==> src/hw/rtl/nhrt_ram.sv <==
// Generic single-write, single-read RAM with registered read data.
`default_nettype none
module nhrt_ram #(
    parameter int WIDTH = 8,
    parameter int DEPTH = 256
) (
    input  wire logic                     clk,
    input  wire logic                     we,
    input  wire logic [$clog2(DEPTH)-1:0] waddr,
    input  wire logic [WIDTH-1:0]         wdata,
    input  wire logic                     re,
    input  wire logic [$clog2(DEPTH)-1:0] raddr,
    output logic      [WIDTH-1:0]         rdata
);

    logic [WIDTH-1:0] mem [DEPTH];
    logic [WIDTH-1:0] rdata_reg;

    always_ff @(posedge clk)
    begin
        if (we)
        begin
            mem[waddr] <= wdata;
        end
        if (re)
        begin
            rdata_reg <= mem[raddr];
        end
    end

    assign rdata = rdata_reg;

endmodule
`default_nettype wire

==> config.mk <==
export PLATFORM = sky130hd
export DESIGN_NAME = nhrt_ram
export DESIGN_NICKNAME = d
export VERILOG_FILES = /design/src/hw/rtl/nhrt_ram.sv
export SDC_FILE = /design/constraint.sdc
export NUM_CORES = 2
export LEC_CHECK = 0
export BUFFER_PORTS_ARGS = -buffer_cell sky130_fd_sc_hd__clkbuf_2
export CORE_UTILIZATION = 66
export CTS_BUF_LIST = sky130_fd_sc_hd__clkbuf_2 sky130_fd_sc_hd__clkbuf_4 sky130_fd_sc_hd__clkbuf_8
export DETAILED_ROUTE_END_ITERATION = 8
export PLACE_DENSITY_LB_ADDON = 0.05
export SLEW_MARGIN = 20
export SYNTH_ARGS = -nofsm -noshare
export SYNTH_HDL_FRONTEND = slang
export SYNTH_SLANG_ARGS = --single-unit
==> constraint.sdc <==
create_clock -name clk -period 3.3 [get_ports clk]
set_clock_uncertainty 0.05 [all_clocks]
set_input_delay 0.825 -clock clk [delete_from_list [all_inputs] [get_ports clk]]
set_output_delay 0.825 -clock clk [all_outputs]
set_load 0.02 [all_outputs]
==> results.txt <==
----------------------------------------------------
[Yosys]
  Post-synthesis async set-or-reset flop share ... 0%
  Number of register bits inferred by synthesis ... a little over 2000
  Count of mapped cells out of synthesis ... 3733
  Per-instance average area after synthesis ... 21.3 um2
  Area share of the leading cell type in the synthesized netlist ... between 70% and 80%
  Synthesized net count ... approximately 3800
  Combined area of all synthesized cells ... between 70000 and 80000 um2
  Top area cells in the synthesized netlist ... edfxtp_1 78%, mux4_2 13%, mux2i_1 1.7%, nor2_1 1.3%, a22oi_1 1.3%
  Number of distinct library cells after synthesis ... 54
  Synth warnings ... 0
  Leading area contributor after synthesis ... edfxtp_1
  Register area share after synthesis ... 77.5%
  Main flop type after synthesis ... edfxtp_1
  Number of enable flip-flop cells after synthesis ... ~2000

[Timing]
  Worst Slack Setup Final ... about 18 ps
  Slew of the pin with the lowest slew margin ... 1130 ps
  Finish-stage setup viols ... 0
  Time the worst path needs with I/O delays and setup ... about 3300 ps
  Sum Neg Setup Slack ... 0 ps
  Final Cycle Share ... between 90 and 100%
  Rel. slew slack ... between 20% and 30%
  Fin. Hold Viols ... 0
  Setup repair after global routing missed its margin ... no
  Total count of max-transition violations in the final report ... 0
  Highest clock frequency the design can meet ... around 300 MHz

[Global route]
  Number of antenna violations at the first check in global routing ... 12
  Largest net degree at the start of global routing ... 109
  First-pass GRT wire length ... about 290 mm
  Overall overflow remaining after global route ... 0
  Overall fraction of global-route tracks in use ... roughly 33%
  Vias in the first global route ... 42782

[Floorplan]
  Number of I/O pins ... 35
  Die ar. ... about 120000 um2
  Core outline area ... roughly 120000 um2
  Initial core utilization ... around 66%
  Chip Width ... about 350 um
  Number of placement rows ... 127
  Die height ... 349 um

[Worst setup path]
  Setup slack of the most critical reg-to-reg path ... around 120 ps
  Worst path most repeated cell ... buf_12
  Crit end category ... register
  Gate family responsible for the most delay along the worst path ... simple AND/OR/NAND/NOR gates
  Critical Path Fanout Max ... 18
  Worst-path cell chain ... buf_8 > buf_12 > buf_12 > buf_12 > buf_4 > mux2i_1 > o22ai_1 > o21ai_0 > nand3_1 > nor4_1 > buf_4 > nor4_1
  WP buf/inv ... 6
  Worst EP required ... approximately 4000 ps
  Kind of start point of the critical path ... input port
  Worst Path Arrival ... 3970 ps
  Critical path's slowest cell ... nor4_1
  Longest individual stage delay on the worst path ... 1000 ps
  Path type of the worst setup path ... in2reg

[Clock network]
  Hold buffer count at cts ... 0
  CTS max path bufs ... 4
  Clock-pin slew on the worst setup and hold paths ... around 60 ps
  Number of buffers added by the clock tree synthesis step ... roughly 330
  Max H-tree Level ... 5
  Clock latency of the later-clocked register in the worst-skew pair ... 1020 ps
  Cell at the root of the clock tree ... clkbuf_8
  TritonCTS clock tree ... yes
  Clock net sink count ... between 2000 and 2500

[Power]
  Static Leak ... just over 30 nW
  Worst voltage drop across the vdd grid ... approximately 0.00052 V
  Power density over the cells ... 567 nW/um2
  Internal Power ... approximately 40 mW
  Net Sw Power ... roughly 11 mW
  Portion of total power attributed to combinational logic ... 5.6%
  Clock network fraction of design power ... 39.3%
  Share of total power in sequential cells ... 55.1%
  Switching share of power ... between 20% and 30%

[Detailed routing]
  Post-detailed-route DRC marker count ... 0
  Drt first pass iters ... 9
  Drt total wl ... slightly below 200 mm
  Number of nets with antenna violations after routing ... 0
  Count of routing violations after the opening detailed-route iteration ... around 5700
  Total via count after detailed routing ... 42158
  WL per Instance ... between 30 and 40 um
  Vias per std cell ... about 6.7

[Layout]
  Layout area overhead ... 15.9%
  Highest-count cells in the layout ignoring fill and taps ... 2056 x edfxtp_1, 562 x buf_4, 454 x mux4_2
  Number of nets in the final layout ... approximately 4500
  Commonest non-fill, non-tap cell in the layout ... edfxtp_1
  Sequential cell area ... about 60000 um2
  Fill cell count ... around 6500
  Flip-flop count of the largest register, all copies and words added ... between 2000 and 2500
  Share of post-route cells with drive strength above 1 ... 34.2%
  Area taken by multi-input logic gates ... roughly 16000 um2

[Job]
  Max-cap violation count ... 0

[Place]
  Worst slack at placement ... -994 ps
  DPL Wire Length ... around 130 mm
  Number of I/O port buffers ... 34
  Weighted congestion at the end of routability-driven global placement ... 0.915

[Run status]
  Outcome ... finished, final reports clean

[Worst hold path]
  Path type of the worst min-delay path ... in2reg

----------------------------------------------------
## per-layer routing
| layer | part of all wire (%) | wire length [um] | GRT usage [%] |
|---|---|---|---|
| met2 | 48 | 94100 | 51.1 |
| met3 | 12 | 23900 | 8.89 |
| met1 | 37 | 72300 | 46.9 |
| met5 | 0.029 | 58 | 0 |
| met4 | 3.8 | 7490 | 12.3 |
## worst paths after layout
path / startpoint / to / cells past startpoint
setup / recovery: raddr[0] / rdata[1] / 12
hold / removal: wdata[0] / mem[64][0] / 1
setup reg to reg: mem[83][7] / rdata[7] / 6
hold reg to reg: mem[36][6] / rdata[6] / 6
## power by group through the flow
| stage | registers (mW) | logic [mW] | clock network, mW |
|---|---|---|---|
| floorplan | 29.4 | 1.40 | 0 |
| global placement | 29.4 | 2.84 | 0 |
| detailed placement | 29.4 | 2.92 | 0 |
| CTS | 28.8 | 2.93 | 20.8 |
| global route | 28.8 | 3.07 | 21.9 |
| finish | 28.8 | 2.95 | 20.5 |
## final cells by class
type / instances / area share, %
Clock inverter: 125 / 0.826
Timing Repair Buffer: 669 / 6.44
Multi-Input combinational cell: 1442 / 17.9
Inverter: 2 / 0.00813
Tap cell: 1612 / 2.19
Antenna cell: 7 / 0.0190
Sequential cell: 2056 / 66.9
Clock buffer: 426 / 5.76
## synth_stat cells (6+ instances only)
master,count
and2_1,6
o21ai_0,10
nand3_1,34
a221oi_1,13
buf_6,21
a211oi_1,16
nor2_1,282
edfxtp_1,2056
buf_1,22
buf_8,13
o211ai_1,10
nand2_1,33
buf_12,8
a22o_1,8
nor2b_1,31
mux2i_1,134
a22oi_1,133
clkbuf_1,111
nor4_1,24
nor3_1,22
buf_2,31
o221ai_1,46
a21oi_1,96
mux4_2,454
nand4_1,10
nand2b_1,8
o22ai_1,28
buf_4,27
## worst reg2reg max path: cells and delay by family, from the launching register on
| family | cells | cell delay (ps) |
|---|---|---|
| AND/OR/NAND/NOR | 3 | 1080 |
| flip-flops | 1 | 390 |
| buffers and inverters | 1 | 290 |
| multiplexers | 2 | 1090 |
## cells by family after synthesis
kind of cell | share of synthesized area [%]
DFF | 77.5
muxes | 14.6
and+or+nand+nor | 2.63
AOI/OAI and AO/OA | 3.42
buffers and inverters | 1.83
## metrics by stage
step	area [um2]	util [%]	std cells	hold WS [ps]	total power [mW]
detailed placement	86200	71.9	5781	1120	32.3
finish	92300	77.0	6339	218	52.3
global placement	86200	71.9	5780	1130	32.2
floorplan	79600	-	3733	814	30.8
CTS	92300	77.0	6332	117	52.6
global route	92300	77.0	6335	164	53.8
## timing repair
action / CTS / global route
resized for setup: 0 / 1
setup buffers: 0 / 0
setup endpoints to repair: 0 / 1
Power figures use the tool's default switching activity.
